===== src/hdl/agr_pkg.sv =====
`default_nettype none
package agr_pkg;

	typedef struct packed {
		logic               func;
		logic [12:0]        row_index;
		logic [3:0]         elem_index;
		logic signed [31:0] value;
	} agr_in_t;

	typedef struct packed {
		logic signed [31:0] weight_out;
		logic [15:0]        shadow_out;
		logic [5:0]         scale_out;
		logic [2:0]         status;
	} agr_out_t;

	localparam logic [12:0] SKIP_ID      = 13'd4096;
	localparam logic [5:0]  SCALE_MAX    = 6'd48;
	localparam logic [34:0] SHADOW_LIMIT = 35'd256;
	localparam logic [47:0] ACC_MAX      = 48'hFFFF_FFFF_FFFF;

	localparam logic [2:0] ST_LOADED     = 3'd0;
	localparam logic [2:0] ST_PLAIN      = 3'd1;
	localparam logic [2:0] ST_COMPRESSED = 3'd2;
	localparam logic [2:0] ST_SKIPPED    = 3'd3;
	localparam logic [2:0] ST_SATURATED  = 3'd4;

	localparam logic [1:0] CFG_LR     = 2'd0;
	localparam logic [1:0] CFG_THRESH = 2'd1;
	localparam logic [1:0] CFG_INIT   = 2'd2;
	localparam logic [1:0] CFG_QUANT  = 2'd3;

	localparam int DIV_SHORT_BITS = 17;
	localparam int DIV_LONG_BITS  = 34;

	typedef enum logic [3:0] {
		S_IDLE,
		S_READ,
		S_PREP,
		S_LQ,
		S_LQW,
		S_MUL1,
		S_ACC,
		S_ROOT,
		S_QWAIT,
		S_QCHK,
		S_QNEXT,
		S_QSTART,
		S_MUL2,
		S_SDIV,
		S_SWAIT,
		S_FIN
	} agr_state_t;

	typedef struct packed {
		logic        start;
		logic        long_mode;
		logic [63:0] y;
		logic [63:0] d;
	} agr_div_req_t;

	typedef struct packed {
		logic        busy;
		logic        ovf;
		logic [33:0] q;
	} agr_div_rsp_t;

endpackage
`default_nettype wire


===== src/hdl/agr_isqrt.sv =====
`default_nettype none
module agr_isqrt
	import agr_pkg::*;
(
	input  wire logic        clk,
	input  wire logic        arst_n,
	input  wire logic        start,
	input  wire logic [47:0] v,
	output logic             busy,
	output logic [23:0]      root
);

	logic [47:0] v_q;
	logic [47:0] res_q;
	logic [46:0] bit_q;
	logic [4:0]  cnt_q;
	logic        busy_q;
	logic [48:0] sum;
	logic        take;

	always_comb begin
		sum  = {1'b0, res_q} + {2'b0, bit_q};
		take = {1'b0, v_q} >= sum;
	end

	always_ff @(posedge clk or negedge arst_n) begin
		if (!arst_n) begin
			busy_q <= 1'b0;
			cnt_q  <= '0;
		end else if (start) begin
			busy_q <= 1'b1;
			cnt_q  <= 5'd24;
		end else if (busy_q) begin
			cnt_q <= cnt_q - 5'd1;
			if (cnt_q == 5'd1) begin
				busy_q <= 1'b0;
			end
		end
	end

	always_ff @(posedge clk) begin
		if (start) begin
			v_q   <= v;
			res_q <= '0;
			bit_q <= 47'd1 << 46;
		end else if (busy_q) begin
			if (take) begin
				v_q   <= 48'({1'b0, v_q} - sum);
				res_q <= (res_q >> 1) + {1'b0, bit_q};
			end else begin
				res_q <= res_q >> 1;
			end
			bit_q <= bit_q >> 2;
		end
	end

	assign busy = busy_q;
	assign root = res_q[23:0];

endmodule
`default_nettype wire


===== config.mk =====
export PLATFORM = sky130hd
export DESIGN_NAME = agr_isqrt
export DESIGN_NICKNAME = d
export VERILOG_FILES = /design/src/hdl/agr_pkg.sv /design/src/hdl/agr_isqrt.sv
export SDC_FILE = /design/constraint.sdc
export NUM_CORES = 1
export LEC_CHECK = 0
export BUFFER_PORTS_ARGS = -buffer_cell sky130_fd_sc_hd__buf_2
export CORE_UTILIZATION = 60
export DETAILED_ROUTE_END_ITERATION = 10
export PLACE_DENSITY = 0.91
export SLEW_MARGIN = 10
export SYNTH_ARGS = -nofsm -noshare
export SYNTH_HDL_FRONTEND = slang
export SYNTH_SLANG_ARGS = --single-unit

===== constraint.sdc =====
create_clock -name clk -period 8.5 [get_ports clk]
set_input_delay 0.85 -clock clk [delete_from_list [all_inputs] [get_ports clk]]
set_output_delay 0.85 -clock clk [all_outputs]
set_load 0.02 [all_outputs]

==> metrics.txt <==
CP top delay family=compound AO/OA/AOI/OAI gates; period utilisation layout=83.0%; total CTS buffers=17; highest clock rate=142 MHz; Row Count=49; fin crit period=7.05 ns; full die area=roughly 0.019 mm^2; Starting Density=approximately 61%; drt first-iter violations=1201; Arrival @ worst endpoint=approximately 7 ns; power per cell area=approximately 330 mW/mm^2; Syn. warnings=0; final wirelength=30.0 mm; Setup Total Neg Slack=0 ns; Wirelength per Cell=18.4 um; Worst Path Buf+Inv=0; Slew @ Worst Pin=1.15 ns; H-tree Lvls=4; Logic pwr share=between 50% and 60%; worst vdd ir=between 200 and 300 uV; I/O Buffers=75; skew final=0.0164 ns; worst path required time=around 8.5 ns; Psw=1780 uW; Via-to-Cell Ratio=6.52; vias in the first global route=a little under 10000; Syn-to-layout area delta=7.17%; post-synthesis sequential area ratio=27.4%; Worst-path clk slew=approximately 0.060 ns; Int Pwr=2090 uW; Final Power=3870 uW; Root Buffer=clkbuf_16; Final Net Count=1535; Main synth FF type=dfxtp_1; share of cells above drive strength 1=9.74%; CTS Buffer Depth=2; most used cell, CP=a31oi_1; total of max-cap violations=0; mean post-synth cell area=8.03 um^2; final slew viol count=0; IO Pins=76; Lkg Pwr=0.00494 uW; worst-path fanout max=48; type of the most critical hold path=in2async; initial antenna violation count=0; number of inserted diodes=0; # setup viols final=0; clock sink count=around 130; Sw Share=46.1%; core area=0.0180 mm^2; highest-count cells in the layout ignoring fill and taps=151 x nand2_1, 145 x nor2_1, 110 x o21ai_0; Pre-Repair DR Iteration Count=8; synth unique cells=between 70 and 80; dpl hpwl=21.3 mm; crit end category=flip-flop; CTS tree=yes; relative slew slack=23.7%; hold-fix buffers at CTS=0; syn nets=1533; GRT Util Overall=32.4%; CP max stage delay=1.02 ns; Yosys reg bits=126; Synth Instances=roughly 1400; CP Class=reg2reg; crit-path cells=ha_1 -> a31oi_1 -> a211oi_1 -> a221o_1 -> a21o_1 -> a211oi_1 -> a31oi_1 -> a21o_1 -> a31oi_1 -> xor2_1 -> ha_1 -> nand3_1 -> nor4_1 -> nand4_1 -> nor4_1 -> a2111oi_0 -> o21ai_0 -> o21ai_2 -> nor2_2 -> a21o_2; width of the die=138 um; met3 GRT Util=just under 6%; drc violations=0; fraction of registers with async set/reset=4.76%; EDFF count, synth=48; sequential power share=25.3%; Clock Power Share=a little under a fifth; Mapped Area=0.0111 mm^2; worst skew pair latency=0.44 ns; status=finished, final reports clean; post-cts repair resize count=0; commonest non-fill, non-tap cell in the layout=nand2_1; largest net degree at the start of global routing=100; RSZ-0062 raised after global routing=no; setup bufs post-CTS=0; grt total ovfl=0; Worst Setup Start Kind=flip-flop; Vert. Die Dim=138 um; grt met2 use=53.8%; Post-DRT Antenna Nets=0; Worst path slowest cell=a21o_2; routability cong.=0.989; global-route wire length before repair=48.5 mm; met1 Use GR=41.0%; Final Hold Vio Count=0; vias=around 11000; GR peak layer=met2
[per-layer routing]
layer	wire, um	up-vias
li1	-	5072
met4	1010	0
met1	12800	4934
met2	14100	501
met5	0	-
met3	2110	91
[cell type report]
cell class	instances	area, um^2
clock buffers	17	425
clock inverters	15	134
fillers	1476	6150
inverters	28	105
multi-input cells	1130	7470
flip-flops and latches	126	3040
well taps	229	287
repair buffers	80	415
[state kept, by name, indices dropped and copies added, names as in the netlist]
name   flops
res_q     48
v_q       48
bit_q     24
cnt_q      5
busy       1
[worst reg2reg max path, stage by stage (launching register included)]
cell	delay, ns
dfxtp_1	0.44
ha_1	0.31
a31oi_1	0.31
a211oi_1	0.26
a221o_1	0.44
a21o_1	0.23
a211oi_1	0.31
a31oi_1	0.22
a21o_1	0.28
a31oi_1	0.31
xor2_1	0.14
ha_1	0.40
nand3_1	0.18
nor4_1	0.31
nand4_1	0.12
nor4_1	0.20
a2111oi_0	0.12
o21ai_0	0.13
o21ai_2	0.11
nor2_2	0.78
a21o_2	1.03
[per-stage QoR]
stage	hold WS (ns)	utilization, %	std cells	setup WS, ns	instance area, um^2
finish	0.222	65.9	1625	1.45	11900
global route	0.222	65.9	1625	0.893	11900
CTS	0.220	65.9	1625	1.53	11900
detailed placement	0.505	62.8	1593	1.65	11300
global placement	0.494	62.8	1593	1.95	11300
floorplan	0.478	-	1381	2.54	11100
[cell families (layout without fill, tap and decap cells)]
kind of cell	count (synthesis)	after routing	share of synthesized area, %
AO/OA/AOI/OAI	431	431	25.4
XOR/XNOR	118	118	9.32
adder cells (fa/ha/maj)	101	101	11.5
buffers and inverters	125	140	5.24
flip-flops	126	126	27.4
multiplexers	35	35	3.21
AND/OR/NAND/NOR	445	445	17.9
[path summary, 6_finish.rpt]
kind | cells after the start | endpoint | slack (ns) | start
setup / recovery | 20 | v_q[41] | 1.45 | res_q[2]
hold / removal | 1 | busy | 0.22 | arst_n
hold reg to reg | 2 | res_q[0] | 0.51 | res_q[0]
setup reg to reg | 20 | v_q[41] | 1.45 | res_q[2]
max in group asynchronous | 1 | busy | 8.12 | arst_n
min in group clk | 2 | res_q[0] | 0.51 | res_q[0]
[power groups by stage]
stage,Clock [uW],Sequential (uW),Combinational (uW)
after floorplan,0,936,1660
after global placement,0,977,2040
after detailed placement,0,984,2090
after CTS,715,975,2120
after global routing,740,991,2380
final,711,979,2180
[synthesized netlist by cell type, types with 6 or more instances]
cell type / number / area (um^2)
nand2b_1: 9 / 56.3
o21a_1: 7 / 52.6
a211oi_1: 37 / 278
nor3b_1: 7 / 52.6
a31o_2: 9 / 78.8
a21o_1: 35 / 263
edfxtp_1: 48 / 1440
o31ai_1: 9 / 67.6
o22ai_1: 6 / 37.5
xor2_1: 46 / 403
nor4_1: 8 / 50.1
and2_1: 9 / 56.3
nor2_1: 145 / 544
buf_1: 7 / 26.3
o21bai_1: 16 / 120
a31oi_1: 45 / 282
or3_1: 7 / 43.8
nand2_1: 151 / 567
o21ai_0: 110 / 551
dfxtp_1: 72 / 1440
nor2b_1: 16 / 100
inv_1: 28 / 105
dfrtp_1: 6 / 150
nand3_1: 23 / 115
a311oi_1: 9 / 78.8
o311a_1: 7 / 70.1
a21oi_1: 78 / 390
nor3_1: 36 / 180
buf_4: 24 / 180
ha_1: 100 / 1250
xnor2_1: 72 / 631
clkbuf_1: 59 / 221
o211ai_1: 9 / 67.6
and3_1: 9 / 56.3
nand4_1: 16 / 100
mux2i_1: 31 / 310
Note: power is estimated with default switching activity, not from simulation.
