[config.mk]
export PLATFORM = sky130hd
export DESIGN_NAME = agr_div
export DESIGN_NICKNAME = d
export VERILOG_FILES = /design/src/hdl/agr_pkg.sv /design/src/hdl/agr_div.sv
export SDC_FILE = /design/constraint.sdc
export NUM_CORES = 1
export LEC_CHECK = 0
export ABC_CLOCK_PERIOD_IN_PS = 4500
export BUFFER_PORTS_ARGS = -buffer_cell sky130_fd_sc_hd__buf_2
export CORE_MARGIN = 10
export CORE_UTILIZATION = 50
export CTS_CLUSTER_DIAMETER = 100
export DETAILED_ROUTE_END_ITERATION = 7
export GPL_TIMING_DRIVEN = 0
export HOLD_SLACK_MARGIN = 0.1
export PLACE_DENSITY = 0.67
export SLEW_MARGIN = 30
export SYNTH_ARGS = -nofsm -noshare
export SYNTH_HDL_FRONTEND = slang
export SYNTH_SLANG_ARGS = --single-unit
[constraint.sdc]
create_clock -name clk -period 4.5 [get_ports clk]
set_clock_uncertainty 0.15 [all_clocks]
set_input_delay 0 -clock clk [delete_from_list [all_inputs] [get_ports clk]]
set_output_delay 0 -clock clk [all_outputs]
set_load 0.05 [all_outputs]
[src/hdl/agr_pkg.sv]
`default_nettype none
package agr_pkg;

	typedef struct packed {
		logic               func;
		logic [12:0]        row_index;
		logic [3:0]         elem_index;
		logic signed [31:0] value;
	} agr_in_t;

	typedef struct packed {
		logic signed [31:0] weight_out;
		logic [15:0]        shadow_out;
		logic [5:0]         scale_out;
		logic [2:0]         status;
	} agr_out_t;

	localparam logic [12:0] SKIP_ID      = 13'd4096;
	localparam logic [5:0]  SCALE_MAX    = 6'd48;
	localparam logic [34:0] SHADOW_LIMIT = 35'd256;
	localparam logic [47:0] ACC_MAX      = 48'hFFFF_FFFF_FFFF;

	localparam logic [2:0] ST_LOADED     = 3'd0;
	localparam logic [2:0] ST_PLAIN      = 3'd1;
	localparam logic [2:0] ST_COMPRESSED = 3'd2;
	localparam logic [2:0] ST_SKIPPED    = 3'd3;
	localparam logic [2:0] ST_SATURATED  = 3'd4;

	localparam logic [1:0] CFG_LR     = 2'd0;
	localparam logic [1:0] CFG_THRESH = 2'd1;
	localparam logic [1:0] CFG_INIT   = 2'd2;
	localparam logic [1:0] CFG_QUANT  = 2'd3;

	localparam int DIV_SHORT_BITS = 17;
	localparam int DIV_LONG_BITS  = 34;

	typedef enum logic [3:0] {
		S_IDLE,
		S_READ,
		S_PREP,
		S_LQ,
		S_LQW,
		S_MUL1,
		S_ACC,
		S_ROOT,
		S_QWAIT,
		S_QCHK,
		S_QNEXT,
		S_QSTART,
		S_MUL2,
		S_SDIV,
		S_SWAIT,
		S_FIN
	} agr_state_t;

	typedef struct packed {
		logic        start;
		logic        long_mode;
		logic [63:0] y;
		logic [63:0] d;
	} agr_div_req_t;

	typedef struct packed {
		logic        busy;
		logic        ovf;
		logic [33:0] q;
	} agr_div_rsp_t;

endpackage
`default_nettype wire

[src/hdl/agr_div.sv]
`default_nettype none
module agr_div
	import agr_pkg::*;
(
	input  wire logic         clk,
	input  wire logic         arst_n,
	input  wire agr_div_req_t req,
	output agr_div_rsp_t      rsp
);

	logic [63:0] rem_q;
	logic [63:0] den_q;
	logic [63:0] yq_q;
	logic [33:0] quo_q;
	logic [5:0]  cnt_q;
	logic        busy_q;
	logic        ovf_q;

	logic [63:0] r0;
	logic        ovf0;
	logic [64:0] r2;
	logic        ge;

	always_comb begin
		r0   = req.long_mode ? (req.y >> DIV_LONG_BITS) : (req.y >> DIV_SHORT_BITS);
		ovf0 = r0 >= req.d;
		r2   = {rem_q, yq_q[63]};
		ge   = r2 >= {1'b0, den_q};
	end

	always_ff @(posedge clk or negedge arst_n) begin
		if (!arst_n) begin
			busy_q <= 1'b0;
			ovf_q  <= 1'b0;
			cnt_q  <= '0;
		end else if (req.start) begin
			busy_q <= !ovf0;
			ovf_q  <= ovf0;
			cnt_q  <= req.long_mode ? 6'(DIV_LONG_BITS) : 6'(DIV_SHORT_BITS);
		end else if (busy_q) begin
			cnt_q <= cnt_q - 6'd1;
			if (cnt_q == 6'd1) begin
				busy_q <= 1'b0;
			end
		end
	end

	always_ff @(posedge clk) begin
		if (req.start) begin
			rem_q <= r0;
			den_q <= req.d;
			yq_q  <= req.long_mode ? (req.y << (64 - DIV_LONG_BITS))
			                       : (req.y << (64 - DIV_SHORT_BITS));
			quo_q <= '0;
		end else if (busy_q) begin
			rem_q <= ge ? 64'(r2 - {1'b0, den_q}) : r2[63:0];
			yq_q  <= {yq_q[62:0], 1'b0};
			quo_q <= {quo_q[32:0], ge};
		end
	end

	assign rsp.busy = busy_q;
	assign rsp.ovf  = ovf_q;
	assign rsp.q    = quo_q;

endmodule
`default_nettype wire

==> metrics.txt <==
GP Congestion=between 1 and 1.5; power density cells=~450 nW/um^2; CP max-delay cell=a311oi_1; die area=around 36000 sq um; Req. time, crit path=roughly 4.6 ns; grt ovf=0; clk sinks=a little over 200; status=complete, no violations; adder-cell area share of the yosys netlist=between 9 and 10%; Pre-Repair DR Iteration Count=5; mapped cell area=between 10000 and 15000 sq um; first-pass GRT wire length=81300 um; Worst path max stage delay=between 0.5 and 0.6 ns; final worst slack=around 0.16 ns; Post-synth EDFFs=between 150 and 200; initial antenna violation count=4; synthesized flop and latch total=between 200 and 250; met3 usage=~6.6%; Critical Path End Type=register; H-tree lvl count=1; cell family with most CP delay=compound AO/OA/AOI/OAI gates; post-synth top area share=between 30% and 40%; cell taking the most area after synthesis=edfxtp_1; # DRC=0; Max FO, Critical Path=10; num rows=roughly 60; Leak=8.40 nW; Min-Delay Path Class=in2reg; TritonCTS clock tree=built; Avg Inst Size Synth=9.36 sq um; Vias/cell=between 6 and 7; mux contribution to synthesized area=approximately 6.2%; met1 Use GR=between 30% and 40%; count of different cell masters after synthesis=76; largest net degree at the start of global routing=between 40 and 50; YS warnings=0; minimum clock period after layout=4.34 ns; port buffer count=roughly 170; Gate Count Post-Synth=between 1500 and 2000; most common cell in the netlist=edfxtp_1; initial DRC count=1755; register area share after synthesis=between 40% and 50%; CP Buf/Inv Count=2; Placement Cell Area=around 16000 sq um; Initial Util=51.1%; TNS Setup=0 ns; Synth Area in XOR/XNOR=3.42%; crit start category=register; CP arrival=around 4.5 ns; Fmax achieved=approximately 230 MHz; largest family of logic cells by synthesized area=compound AO/OA/AOI/OAI gates; Worst Hold Launch=req[105]; CP Cell Sequence=ha_1 -> clkbuf_1 -> nand3_1 -> nor2_1 -> nand4_1 -> a21oi_2 -> o2111ai_2 -> a21o_1 -> nand4_2 -> buf_4 -> a211oi_1 -> a311oi_1; layout cells sized above 1=14.3%; Routed Antenna Nets=0; Die W=between 150 and 200 um; Area Growth Syn to Fin=29.2%; Max clock buf depth=3; total CTS buffers=25; # IOs=roughly 170; post-synthesis net count=approximately 1800; post-CTS setup buffers=0; placed wire-length estimate=between 30000 and 40000 um; simple-gate share of the synthesized area=around 14%; CTS root buf=clkbuf_16; nets=2175; Die H=189 um; routed via count=14200; DP Worst Slack=between 0.15 and 0.2 ns; asr flop ratio synth=between 3 and 4%; number of global-route vias before repair=~14000; aggregate global-route resource usage=between 20% and 30%; Compound-Gate Fraction of Synth Area=19.6%; Worst-Skew Late Latency=roughly 0.56 ns; post-route cell area=about 19000 sq um; final hold violation count=0; wire per inst=between 20 and 25 um; WS Path Type=reg2reg; hold slack=between 0.1 and 0.15 ns; GRT Max-Usage Layer=met2; Peak VDD IR=~0.34 mV; core area=about 28000 sq um; critical path startpoint=rem_q[18]; final design utilization=roughly 66%; Reg clk slew, reported paths=~0.060 ns; top_reg_cell synth=edfxtp_1; largest cells by area after synthesis=edfxtp_1 34%, ha_1 9.9%, dfxtp_1 4.7%; endpoints failing setup=0; max-slew violations=0; met2 Use GR=approximately 46%; RSZ-0062 raised after global routing=false; synth cell count leaders=162 x edfxtp_1, 144 x inv_1, 131 x nor2_1, 122 x a21oi_1, 113 x ha_1; Post-Route WL=roughly 54000 um; Worst Tran Pin Value=between 0.9 and 1 ns; reg2reg start=rem_q[18]; Max Cap Violations=0; ratio of final minimum period to clock period=a little over nine tenths; Slew HR=between 30% and 40%
## power breakdown
group	leakage [nW]	total, W	internal [W]	switching (W)
clock network	0.405	0.00202	0.00115	0.000869
logic	5.92	0.00376	0.00137	0.00239
registers	2.07	0.00254	0.00237	0.000168
## layout by cell type, fill, tap and decap left out, types with 6 or more instances in the layout
cell | netlist | final
edfxtp_1 | 162 | 162
clkbuf_1 | 62 | 66
clkinv_2 | 0 | 7
mux2_2 | 30 | 30
a31oi_1 | 38 | 38
and3_1 | 11 | 11
and2_1 | 8 | 8
nor4_1 | 7 | 7
inv_1 | 144 | 144
a211oi_1 | 13 | 13
dfxtp_1 | 34 | 34
o21ai_0 | 46 | 46
buf_1 | 9 | 9
o31ai_1 | 6 | 6
a21oi_1 | 122 | 121
clkbuf_16 | 0 | 25
o311ai_1 | 12 | 12
a22o_1 | 16 | 16
nand3_1 | 54 | 54
o21a_1 | 10 | 10
nor2b_1 | 30 | 30
nand4_1 | 43 | 43
xnor2_1 | 35 | 35
nor3_1 | 16 | 16
buf_2 | 14 | 180
o211ai_1 | 45 | 45
buf_4 | 5 | 6
xor2_1 | 21 | 21
ha_1 | 113 | 113
dlygate4sd3_1 | 0 | 199
a21o_1 | 49 | 49
nand2b_1 | 10 | 10
nor2_1 | 131 | 131
dfrtp_1 | 8 | 8
nand2_1 | 83 | 83
mux2i_1 | 55 | 55
o21bai_1 | 13 | 13
## tightest hold or removal path, delay by kind of cell
kind / cells / cell delay (ns)
AO/OA/AOI/OAI: 1 / 0.10
buffers and inverters: 1 / 0.14
AND/OR/NAND/NOR: 1 / 0.10
multiplexers: 1 / 0.32
## layout make-up
cell class | count | area [sq um]
tap | 378 | 473
buffer | 92 | 397
timing repair buffer | 369 | 2900
inverter | 144 | 541
sequential | 204 | 5750
antenna | 3 | 7.51
clock buffer | 33 | 696
multi-input combinational | 1093 | 7680
clock inverter | 13 | 105
fill | 2337 | 9540
## per-layer routing
layer / wire length, um / share of wire [%]
met4: 2110 / 3.9
met5: 20 / 0.037
met1: 21600 / 40
met3: 5830 / 11
met2: 24400 / 45
## worst paths after layout
kind	end	slack [ns]	cells after the start
hold reg to reg	quo_q[33]	0.34	2
hold / removal	rem_q[7]	0.14	4
min in group asynchronous	cnt_q[5]	0.31	3
setup / recovery	rem_q[7]	0.16	12
setup reg to reg	rem_q[7]	0.16	12
max in group asynchronous	busy_q	3.61	3
## flip-flops by register name (all words and copies together) (netlist names)
name    flops
ovf_q       1
yq_q       34
busy_q      1
den_q      64
quo_q      34
rem_q      64
cnt_q       6
## kinds of logic (layout without fill, tap and decap cells)
kind of cell	count (synthesis)	after routing
multiplexers	85	85
other	0	3
XOR/XNOR	56	56
adder cells (fa/ha/maj)	114	114
AO/OA/AOI/OAI	421	421
AND/OR/NAND/NOR	417	417
buffers and inverters	236	651
flip-flops	204	204
## what timing repair did
action / in CTS / in global routing
hold buffers: 199 / 0
gates resized for setup: 0 / 1
setup endpoints to repair: 0 / 23
hold endpoints to repair: 219 / 0
## metrics by stage
stage	std cells	power [W]
final	2329	0.00832
after global routing	2328	0.00870
after CTS	2326	0.00818
after detailed placement	2081	0.00603
after global placement	2078	0.00600
after floorplan	1533	0.00496
No activity file was read; power rests on OpenSTA's default activity.
